## src/hw/rtl/lyric_timestamp_parser_defines.svh

```systemverilog
// ---------------------------------------------------------------------------
// Lyric timestamp parser assertion macros
// Concurrent assertion shorthands clocked on clk and disabled in reset.
// ---------------------------------------------------------------------------
`ifndef LYRIC_TIMESTAMP_PARSER_DEFINES_SVH
`define LYRIC_TIMESTAMP_PARSER_DEFINES_SVH

`ifndef NO_ASSERTIONS

`define LTS_ASSERT_SAME(label, ante, cons) \
    label: assert property (@(posedge clk) disable iff (!rst_n) (ante) |-> (cons)) \
        else $error("same-cycle check failed");

`define LTS_ASSERT_NEXT(label, ante, cons) \
    label: assert property (@(posedge clk) disable iff (!rst_n) (ante) |=> (cons)) \
        else $error("next-cycle check failed");

`else

`define LTS_ASSERT_SAME(label, ante, cons)

`define LTS_ASSERT_NEXT(label, ante, cons)

`endif

`endif

```

## src/hw/rtl/lts_pkg.sv

```systemverilog
// ---------------------------------------------------------------------------
// Lyric timestamp parser package
// Widths, constants, character classes and the record passed front to back.
// ---------------------------------------------------------------------------
package lts_pkg;

    localparam int COMPONENT_BITS = 20;
    localparam int DUR_W          = 37;

    localparam logic [15:0] MS_PER_MIN   = 16'd60000;
    localparam logic [15:0] MS_PER_SEC   = 16'd1000;
    localparam logic [15:0] MS_PER_CENTI = 16'd10;
    localparam logic [7:0]  SEC_LIMIT    = 8'd60;
    localparam logic [7:0]  CENTI_LIMIT  = 8'd100;

    localparam logic [7:0] CHAR_ZERO  = 8'h30;
    localparam logic [7:0] CHAR_NINE  = 8'h39;
    localparam logic [7:0] CHAR_COLON = 8'h3A;
    localparam logic [7:0] CHAR_DOT   = 8'h2E;
    localparam logic [7:0] CHAR_MINUS = 8'h2D;

    localparam logic [1:0] CNT_SAT = 2'd2;

    typedef logic [COMPONENT_BITS-1:0] comp_t;

    typedef enum logic [1:0] {
        RUN_MIN = 2'd0,
        RUN_SEC = 2'd1,
        RUN_CEN = 2'd2
    } run_t;

    typedef enum logic [2:0] {
        CLS_DIGIT,
        CLS_COLON,
        CLS_DOT,
        CLS_SIGN,
        CLS_ILLEGAL
    } char_class_t;

    typedef struct packed {
        logic  ok;
        logic  neg;
        comp_t min;
        comp_t sec;
        comp_t cen;
    } rec_t;

    function automatic char_class_t classify(input logic [7:0] ch, input logic first);
        char_class_t cls;
        unique case (ch) inside
            [CHAR_ZERO:CHAR_NINE]: cls = CLS_DIGIT;
            CHAR_COLON:            cls = CLS_COLON;
            CHAR_DOT:              cls = CLS_DOT;
            CHAR_MINUS:            cls = first ? CLS_SIGN : CLS_ILLEGAL;
            default:               cls = CLS_ILLEGAL;
        endcase
        return cls;
    endfunction

    function automatic comp_t sat_digit(input comp_t acc, input logic [3:0] d);
        logic [COMPONENT_BITS+3:0] ext;
        logic [COMPONENT_BITS+3:0] nxt;
        ext = {4'b0000, acc};
        nxt = (ext << 3) + (ext << 1) + {{COMPONENT_BITS{1'b0}}, d};
        return (nxt[COMPONENT_BITS+3:COMPONENT_BITS] != 4'd0) ? {COMPONENT_BITS{1'b1}}
                                                               : nxt[COMPONENT_BITS-1:0];
    endfunction

endpackage

```

## src/hw/rtl/lts_front.sv

```systemverilog
// ---------------------------------------------------------------------------
// Lyric timestamp parser front end
// Classifies each character, accumulates the digit runs and, on the last
// character, pushes one record for the arithmetic back end.
// ---------------------------------------------------------------------------
module lts_front (
    input  logic          clk,
    input  logic          rst_n,
    input  logic [7:0]    character,
    input  logic          last,
    input  logic          push,
    input  logic          queue_full,
    output logic          rec_push,
    output lts_pkg::rec_t rec
);

    logic                first_reg,   first_next;
    logic                neg_reg,     neg_next;
    logic [1:0]          colon_reg,   colon_next;
    logic [1:0]          dot_reg,     dot_next;
    logic                illegal_reg, illegal_next;
    lts_pkg::run_t       run_reg,     run_next;
    lts_pkg::comp_t      min_reg,     min_next;
    lts_pkg::comp_t      sec_reg,     sec_next;
    lts_pkg::comp_t      cen_reg,     cen_next;
    logic [2:0]          has_reg,     has_next;
    logic                accept;
    lts_pkg::char_class_t cls;
    logic [3:0]          digit;

    assign accept = push && !queue_full;
    assign cls    = lts_pkg::classify(character, first_reg);
    assign digit  = 4'(character - lts_pkg::CHAR_ZERO);

    always_comb
    begin
        first_next   = 1'b0;
        neg_next     = neg_reg;
        colon_next   = colon_reg;
        dot_next     = dot_reg;
        illegal_next = illegal_reg;
        run_next     = run_reg;
        min_next     = min_reg;
        sec_next     = sec_reg;
        cen_next     = cen_reg;
        has_next     = has_reg;
        unique case (cls)
            lts_pkg::CLS_DIGIT:
            begin
                unique case (run_reg)
                    lts_pkg::RUN_MIN:
                    begin
                        min_next    = lts_pkg::sat_digit(min_reg, digit);
                        has_next[0] = 1'b1;
                    end
                    lts_pkg::RUN_SEC:
                    begin
                        sec_next    = lts_pkg::sat_digit(sec_reg, digit);
                        has_next[1] = 1'b1;
                    end
                    default:
                    begin
                        cen_next    = lts_pkg::sat_digit(cen_reg, digit);
                        has_next[2] = 1'b1;
                    end
                endcase
            end
            lts_pkg::CLS_COLON:
            begin
                colon_next = (colon_reg == lts_pkg::CNT_SAT) ? colon_reg : colon_reg + 2'd1;
                run_next   = lts_pkg::RUN_SEC;
            end
            lts_pkg::CLS_DOT:
            begin
                dot_next = (dot_reg == lts_pkg::CNT_SAT) ? dot_reg : dot_reg + 2'd1;
                run_next = lts_pkg::RUN_CEN;
            end
            lts_pkg::CLS_SIGN:
            begin
                neg_next = 1'b1;
            end
            default:
            begin
                illegal_next = 1'b1;
            end
        endcase
    end

    always_comb
    begin
        rec_push = accept && last;
        rec.ok   = (colon_next == 2'd1) && (dot_next == 2'd1) && !illegal_next
                   && (has_next == 3'b111);
        rec.neg  = neg_next;
        rec.min  = min_next;
        rec.sec  = sec_next;
        rec.cen  = cen_next;
    end

    always_ff @(posedge clk or negedge rst_n)
    begin
        if (!rst_n)
        begin
            first_reg   <= 1'b1;
            neg_reg     <= 1'b0;
            colon_reg   <= 2'd0;
            dot_reg     <= 2'd0;
            illegal_reg <= 1'b0;
            run_reg     <= lts_pkg::RUN_MIN;
            min_reg     <= '0;
            sec_reg     <= '0;
            cen_reg     <= '0;
            has_reg     <= 3'b000;
        end
        else if (accept)
        begin
            if (last)
            begin
                first_reg   <= 1'b1;
                neg_reg     <= 1'b0;
                colon_reg   <= 2'd0;
                dot_reg     <= 2'd0;
                illegal_reg <= 1'b0;
                run_reg     <= lts_pkg::RUN_MIN;
                min_reg     <= '0;
                sec_reg     <= '0;
                cen_reg     <= '0;
                has_reg     <= 3'b000;
            end
            else
            begin
                first_reg   <= first_next;
                neg_reg     <= neg_next;
                colon_reg   <= colon_next;
                dot_reg     <= dot_next;
                illegal_reg <= illegal_next;
                run_reg     <= run_next;
                min_reg     <= min_next;
                sec_reg     <= sec_next;
                cen_reg     <= cen_next;
                has_reg     <= has_next;
            end
        end
    end

endmodule

```

## src/hw/rtl/lts_queue.sv

```systemverilog
// ---------------------------------------------------------------------------
// Lyric timestamp parser record queue
// Two-entry queue that decouples the front end from the back end.
// ---------------------------------------------------------------------------
module lts_queue (
    input  logic          clk,
    input  logic          rst_n,
    input  logic          wr_en,
    input  lts_pkg::rec_t wr_rec,
    output logic          q_full,
    input  logic          rd_en,
    output lts_pkg::rec_t rd_rec,
    output logic          q_empty
);

    lts_pkg::rec_t mem_reg [2];
    logic          wr_ptr_reg, wr_ptr_next;
    logic          rd_ptr_reg, rd_ptr_next;
    logic [1:0]    count_reg,  count_next;
    logic          do_wr;
    logic          do_rd;

    assign q_full  = (count_reg == 2'd2);
    assign q_empty = (count_reg == 2'd0);
    assign do_wr   = wr_en && !q_full;
    assign do_rd   = rd_en && !q_empty;
    assign rd_rec  = mem_reg[rd_ptr_reg];

    always_comb
    begin
        wr_ptr_next = do_wr ? !wr_ptr_reg : wr_ptr_reg;
        rd_ptr_next = do_rd ? !rd_ptr_reg : rd_ptr_reg;
        count_next  = count_reg + 2'(do_wr) - 2'(do_rd);
    end

    always_ff @(posedge clk)
    begin
        if (do_wr)
        begin
            mem_reg[wr_ptr_reg] <= wr_rec;
        end
    end

    always_ff @(posedge clk or negedge rst_n)
    begin
        if (!rst_n)
        begin
            wr_ptr_reg <= 1'b0;
            rd_ptr_reg <= 1'b0;
            count_reg  <= 2'd0;
        end
        else
        begin
            wr_ptr_reg <= wr_ptr_next;
            rd_ptr_reg <= rd_ptr_next;
            count_reg  <= count_next;
        end
    end

endmodule

```

## src/hw/rtl/lts_back.sv

```systemverilog
// ---------------------------------------------------------------------------
// Lyric timestamp parser back end
// Scales the three parts to milliseconds, sums them, applies the sign and
// holds the result in an output register.
// ---------------------------------------------------------------------------
module lts_back (
    input  logic                            clk,
    input  logic                            rst_n,
    input  logic                            q_empty,
    input  lts_pkg::rec_t                   rd_rec,
    output logic                            rd_en,
    output logic                            valid_res,
    output logic signed [lts_pkg::DUR_W-1:0] duration_ms,
    output logic                            out_of_range_parts,
    output logic                            empty,
    input  logic                            pop
);

    localparam int DW = lts_pkg::DUR_W;
    localparam int CB = lts_pkg::COMPONENT_BITS;

    logic          s1_valid_reg;
    logic          s1_ok_reg;
    logic          s1_neg_reg;
    logic          s1_flag_reg;
    logic [DW-1:0] s1_pmin_reg, s1_pmin_next;
    logic [DW-1:0] s1_psec_reg, s1_psec_next;
    logic [DW-1:0] s1_pcen_reg, s1_pcen_next;
    logic          s1_flag_next;
    logic          s1_adv;
    logic          out_valid_reg;
    logic          ok_reg;
    logic [DW-1:0] dur_reg,     dur_next;
    logic          oor_reg;
    logic [DW-1:0] sum;

    assign s1_adv = s1_valid_reg && (!out_valid_reg || pop);
    assign rd_en  = !q_empty && (!s1_valid_reg || s1_adv);

    always_comb
    begin
        s1_pmin_next = '0;
        s1_psec_next = '0;
        s1_pcen_next = '0;
        s1_flag_next = 1'b0;
        if (rd_rec.ok)
        begin
            s1_pmin_next = DW'(rd_rec.min) * DW'(lts_pkg::MS_PER_MIN);
            s1_psec_next = DW'(rd_rec.sec) * DW'(lts_pkg::MS_PER_SEC);
            s1_pcen_next = DW'(rd_rec.cen) * DW'(lts_pkg::MS_PER_CENTI);
            s1_flag_next = (rd_rec.sec >= CB'(lts_pkg::SEC_LIMIT))
                           || (rd_rec.cen >= CB'(lts_pkg::CENTI_LIMIT));
        end
    end

    always_comb
    begin
        sum      = s1_pmin_reg + s1_psec_reg + s1_pcen_reg;
        dur_next = s1_neg_reg ? (~sum + DW'(1)) : sum;
    end

    always_ff @(posedge clk)
    begin
        if (rd_en)
        begin
            s1_ok_reg   <= rd_rec.ok;
            s1_neg_reg  <= rd_rec.neg;
            s1_flag_reg <= s1_flag_next;
            s1_pmin_reg <= s1_pmin_next;
            s1_psec_reg <= s1_psec_next;
            s1_pcen_reg <= s1_pcen_next;
        end
        if (s1_adv)
        begin
            ok_reg  <= s1_ok_reg;
            dur_reg <= dur_next;
            oor_reg <= s1_flag_reg;
        end
    end

    always_ff @(posedge clk or negedge rst_n)
    begin
        if (!rst_n)
        begin
            s1_valid_reg  <= 1'b0;
            out_valid_reg <= 1'b0;
        end
        else
        begin
            if (rd_en)
            begin
                s1_valid_reg <= 1'b1;
            end
            else if (s1_adv)
            begin
                s1_valid_reg <= 1'b0;
            end
            if (s1_adv)
            begin
                out_valid_reg <= 1'b1;
            end
            else if (pop)
            begin
                out_valid_reg <= 1'b0;
            end
        end
    end

    assign empty              = !out_valid_reg;
    assign valid_res          = ok_reg;
    assign duration_ms        = signed'(dur_reg);
    assign out_of_range_parts = oor_reg;

endmodule

```

## src/hw/rtl/lyric_timestamp_parser.sv

```systemverilog
// ---------------------------------------------------------------------------
// Lyric timestamp parser
// Parses [-]mm:ss.cc text, one character per beat, into signed milliseconds.
//
// Channel   Direction  Handshake      Payload
// input     in         push / full    character, last
// result    out        pop / empty    valid_res, duration_ms, out_of_range_parts
//
// One character is taken every cycle while full is low; the character accumulators
// are registered and update at the edge that takes each character. A result
// passes from the queue through the scaling stage to the output register. The
// back end scales the parts in one stage and sums and signs in the next.
// Reset clears the parse state and empties the queue and output register.
// Full rises only when two records wait in the queue behind a loaded scaling
// stage and a stalled result.
// ---------------------------------------------------------------------------
`include "lyric_timestamp_parser_defines.svh"

module lyric_timestamp_parser (
    input  logic                             clk,
    input  logic                             rst_n,
    input  logic [7:0]                       character,
    input  logic                             last,
    input  logic                             push,
    output logic                             full,
    output logic                             valid_res,
    output logic signed [lts_pkg::DUR_W-1:0] duration_ms,
    output logic                             out_of_range_parts,
    output logic                             empty,
    input  logic                             pop
);

    logic          rec_push;
    lts_pkg::rec_t wr_rec;
    lts_pkg::rec_t rd_rec;
    logic          q_full;
    logic          q_empty;
    logic          q_pop;

    assign full = q_full;

    lts_front u_front (
        .clk        (clk),
        .rst_n      (rst_n),
        .character  (character),
        .last       (last),
        .push       (push),
        .queue_full (q_full),
        .rec_push   (rec_push),
        .rec        (wr_rec)
    );

    lts_queue u_queue (
        .clk     (clk),
        .rst_n   (rst_n),
        .wr_en   (rec_push),
        .wr_rec  (wr_rec),
        .q_full  (q_full),
        .rd_en   (q_pop),
        .rd_rec  (rd_rec),
        .q_empty (q_empty)
    );

    lts_back u_back (
        .clk                (clk),
        .rst_n              (rst_n),
        .q_empty            (q_empty),
        .rd_rec             (rd_rec),
        .rd_en              (q_pop),
        .valid_res          (valid_res),
        .duration_ms        (duration_ms),
        .out_of_range_parts (out_of_range_parts),
        .empty              (empty),
        .pop                (pop)
    );

    `LTS_ASSERT_SAME(a_push_not_full, rec_push, !q_full)
    `LTS_ASSERT_NEXT(a_record_kept, rec_push && !q_pop, !q_empty)
    `LTS_ASSERT_SAME(a_invalid_zero, !empty && !valid_res, (duration_ms == '0) && !out_of_range_parts)

endmodule
```

## config.mk

```make
export PLATFORM = sky130hd
export DESIGN_NAME = lyric_timestamp_parser
export DESIGN_NICKNAME = d
export VERILOG_FILES = /design/src/hw/rtl/lts_pkg.sv /design/src/hw/rtl/lts_front.sv /design/src/hw/rtl/lts_queue.sv /design/src/hw/rtl/lts_back.sv /design/src/hw/rtl/lyric_timestamp_parser.sv
export VERILOG_INCLUDE_DIRS = /design/src /design/src/hw/rtl
export SDC_FILE = /design/constraint.sdc
export NUM_CORES = 1
export LEC_CHECK = 0
export ABC_AREA = 1
export BUFFER_PORTS_ARGS = -buffer_cell sky130_fd_sc_hd__buf_2
export CAP_MARGIN = 5
export CORE_MARGIN = 8
export CORE_UTILIZATION = 60
export DETAILED_ROUTE_END_ITERATION = 8
export GPL_TIMING_DRIVEN = 0
export PLACE_DENSITY = 0.77
export SLEW_MARGIN = 15
export SYNTH_ARGS = -nofsm -noshare
export SYNTH_HDL_FRONTEND = slang
export SYNTH_SLANG_ARGS = --single-unit
export TNS_END_PERCENT = 10
```

## constraint.sdc

```tcl
create_clock -name clk -period 8.2 [get_ports clk]
set_input_delay 0.82 -clock clk [delete_from_list [all_inputs] [get_ports clk]]
set_output_delay 0.82 -clock clk [all_outputs]
set_load 0.005 [all_outputs]
```

==> flow_summary.toml <==
[grt]
grt_max_degree = 64
grt_pass1_vias = 23330
grt_pass1_wl_um = 116200
antenna_found_initial = 0
grtUsageTotal = 0.2495
overflow = 0

[floorplanning]
initial_core_util = 0.6074
ios = 54
die_h_um = 238.6
core_sq_um = 48950
row_count = 81
dieArea_sq_um = 56930
fp.dieW_um = 238.6

[cts]
clkLatencyLatePin_ps = 570
root_buffer = "clkbuf_16"
cts_resized = 0
cts_inserted_buffers = 37
clockBufferDepth = 3
clock-sinks = 324
htreeDepth = 2
cts_tree = "yes"
postCtsHoldBufs = 0
clkTransAtPathRegs_ps = 60
postCtsSetupBuffers = 0

[synth]
ys_seq_elements = 324
synth_edf_count = 246
synth.most_common_cell = "nand2_1"
yosysTopAreaCellShare = 0.2485
synth_cell_types = 57
synth-seq-area-share = 0.3141
syn_inst = 3571
synthTopCellsByCount = "795 x nand2_1, 525 x inv_1, 349 x ha_1"
syn_area_per_cell_sq_um = 8.326
syn-num-nets = 4111
synth_ff_type = "edfxtp_1"
netlist_area_sq_um = 29730
async_flop_share = 0.2407
synth_top_area_cell = "edfxtp_1"
yosys_warnings = 0
synth_area_leaders = "edfxtp_1 25%, ha_1 15%, fa_1 12%"

[critical_path]
worstPathRequired_ps = 8500
critPathKind = "reg2reg"
endpoint_kind = "flop"
critical-path-max-stage-delay_ps = 810
cp.arrival_ps = 7340
cp_max_fo = 10
path_cells = "buf_2, clkbuf_1, clkbuf_1, o21ai_0, inv_1, fa_1, fa_1, fa_1, inv_1, fa_1, fa_1, inv_1, ha_1, a21oi_1, o21ai_0, a21oi_1, o21ai_1, a21boi_0, o21ai_1, o21ai_0, a21oi_1"
crit_slowest_cell = "o21ai_0"
critPathLaunchType = "flop"
crit_top_cell = "fa_1"

[cells_and_area]
largest_reg_flops = 124
layout-drive-gt1-share = 0.08112
num_antenna_cells = 0
fill_cells = 4072
final_util = 0.6598
synthToLayoutAreaGrowth_pct = 8.623
stdcell_count = 4362
final_nets = 4209

[detailed_routing]
vias_per_cell = 5.448
antenna_left = 0
highest_layer = "met4"
post-route-drc-count = 0
detail_route.wl_per_cell_um = 16.14
first_pass_iters = 5
routed_wirelength_um = 70410
wl_met1_um = 30970
vias = 23760
wl_met2_um = 33970
drt_iter0_drc = 1990
wl_met3_um = 3051

[placed_design]
hpwl_um = 57450
dp.cells = 4294
io_buffers = 52
gp_congestion = 0.9363
dp_slack_ps = 1106

[timing]
max-slew-margin-rel = 0.2180
finClkSkew_ps = 26.31
setup_viol = 0
fin_crit_ps = 7042
worst_slew_pin_slew_ps = 1169
period_share = 0.8588
slew_viol_final = 0
totalNegativeSetupSlack_ps = 0
fmax_mhz = 142.0
rsz0062_at_grt = "false"
hold_viol = 0
setup_slack_ps = 1158

[outcome]
status = "finished clean"

[worst_hold_path]
min_path_type = "in2async"

[run]
maxCapViolations = 0
layer usage:
layer,up-vias,track usage
met5,-,0
met3,136,0.02709
met1,11060,0.3182
li1,11950,-
met4,0,0.09378
met2,610,0.4344
worst max-delay path, delay by kind of cell, from the launching register on:
| kind | cells | cell delay [ps] |
|---|---|---|
| buffers and inverters | 6 | 1210 |
| DFF | 1 | 350 |
| adders and majority gates | 6 | 2970 |
| AOI/OAI and AO/OA | 9 | 2240 |
placed cells by master (no fill, tap or decap), types with 4 or more instances in the layout:
cell type,synthesis,layout
xnor2_1,23,23
a21boi_0,7,7
clkinvlp_4,0,4
nor3_1,22,22
o21ai_0,177,177
a21oi_1,234,233
inv_1,525,524
clkbuf_16,0,38
or2_2,105,105
clkbuf_1,47,51
nand4_1,31,31
nor2_2,14,14
a21o_1,19,19
nand3b_1,11,11
edfxtp_1,246,246
dfrtp_1,77,77
nand2_1,795,795
xor2_1,60,60
nand2_2,15,15
inv_2,9,9
buf_2,13,64
o211ai_1,8,8
clkinv_2,0,6
o21a_1,17,17
buf_4,3,4
buf_16,0,6
o21bai_1,11,11
nand3_1,227,227
ha_1,349,349
nor4_1,10,10
a31oi_1,13,13
clkinv_1,1,4
fa_1,178,178
o21ai_1,11,11
nor2_1,271,269
final cells by class:
type                    count  area, sq um  share of cell area
repair buffers             59        447.9             0.01387
plain buffers              63        264.0            0.008174
well taps                 664        830.8             0.02572
clock buffers              45         1007             0.03119
inverters                 535         2011             0.06226
clock inverters            23        249.0            0.007710
multi-input cells        2649        18150              0.5619
flip-flops and latches    324         9340              0.2892
logic make-up (layout without fill, tap and decap cells):
kind of cell | after synthesis | after routing | share of synthesized area
xor gates and xnor gates | 84 | 84 | 0.02538
muxes | 2 | 2 | 0.0006733
adders and majority gates | 527 | 527 | 0.2667
AOI/OAI and AO/OA | 521 | 521 | 0.09633
buffers and inverters | 598 | 725 | 0.07642
other | 1 | 1 | 0.0001261
DFF | 324 | 324 | 0.3141
and+or+nand+nor | 1514 | 1514 | 0.2202
stage by stage:
| stage | cell area (sq um) | hold slack (ps) |
|---|---|---|
| after CTS | 32300 | 155.5 |
| after detailed placement | 31040 | 406.1 |
| after floorplan | 29730 | 400.3 |
| after global routing | 32300 | 174.1 |
| final | 32300 | 167.0 |
| after global placement | 30820 | 400.9 |
path summary, 6_finish.rpt:
kind                                                 from                                   end  slack (ps)  depth (start not counted)
setup / recovery           u_queue.rd_ptr_reg$_DFFE_PN0P_  u_back.s1_pmin_reg[30]$_SDFFCE_PN0P_        1160                         21
hold / removal                                      rst_n       u_front.cen_reg[17]$_DFFE_PN0P_         170                          1
setup reg to reg           u_queue.rd_ptr_reg$_DFFE_PN0P_  u_back.s1_pmin_reg[30]$_SDFFCE_PN0P_        1160                         21
hold reg to reg                u_back.s1_ok_reg$_DFFE_PP_            u_back.valid_res$_DFFE_PP_         420                          0
max in group asynchronous                           rst_n        u_front.min_reg[6]$_DFFE_PN0P_        7390                          2
min in group clk               u_back.s1_ok_reg$_DFFE_PP_            u_back.valid_res$_DFFE_PP_         420                          0
Power is not shown: default switching activity piles up to over one toggle a cycle in this logic, so the estimate is an artifact.
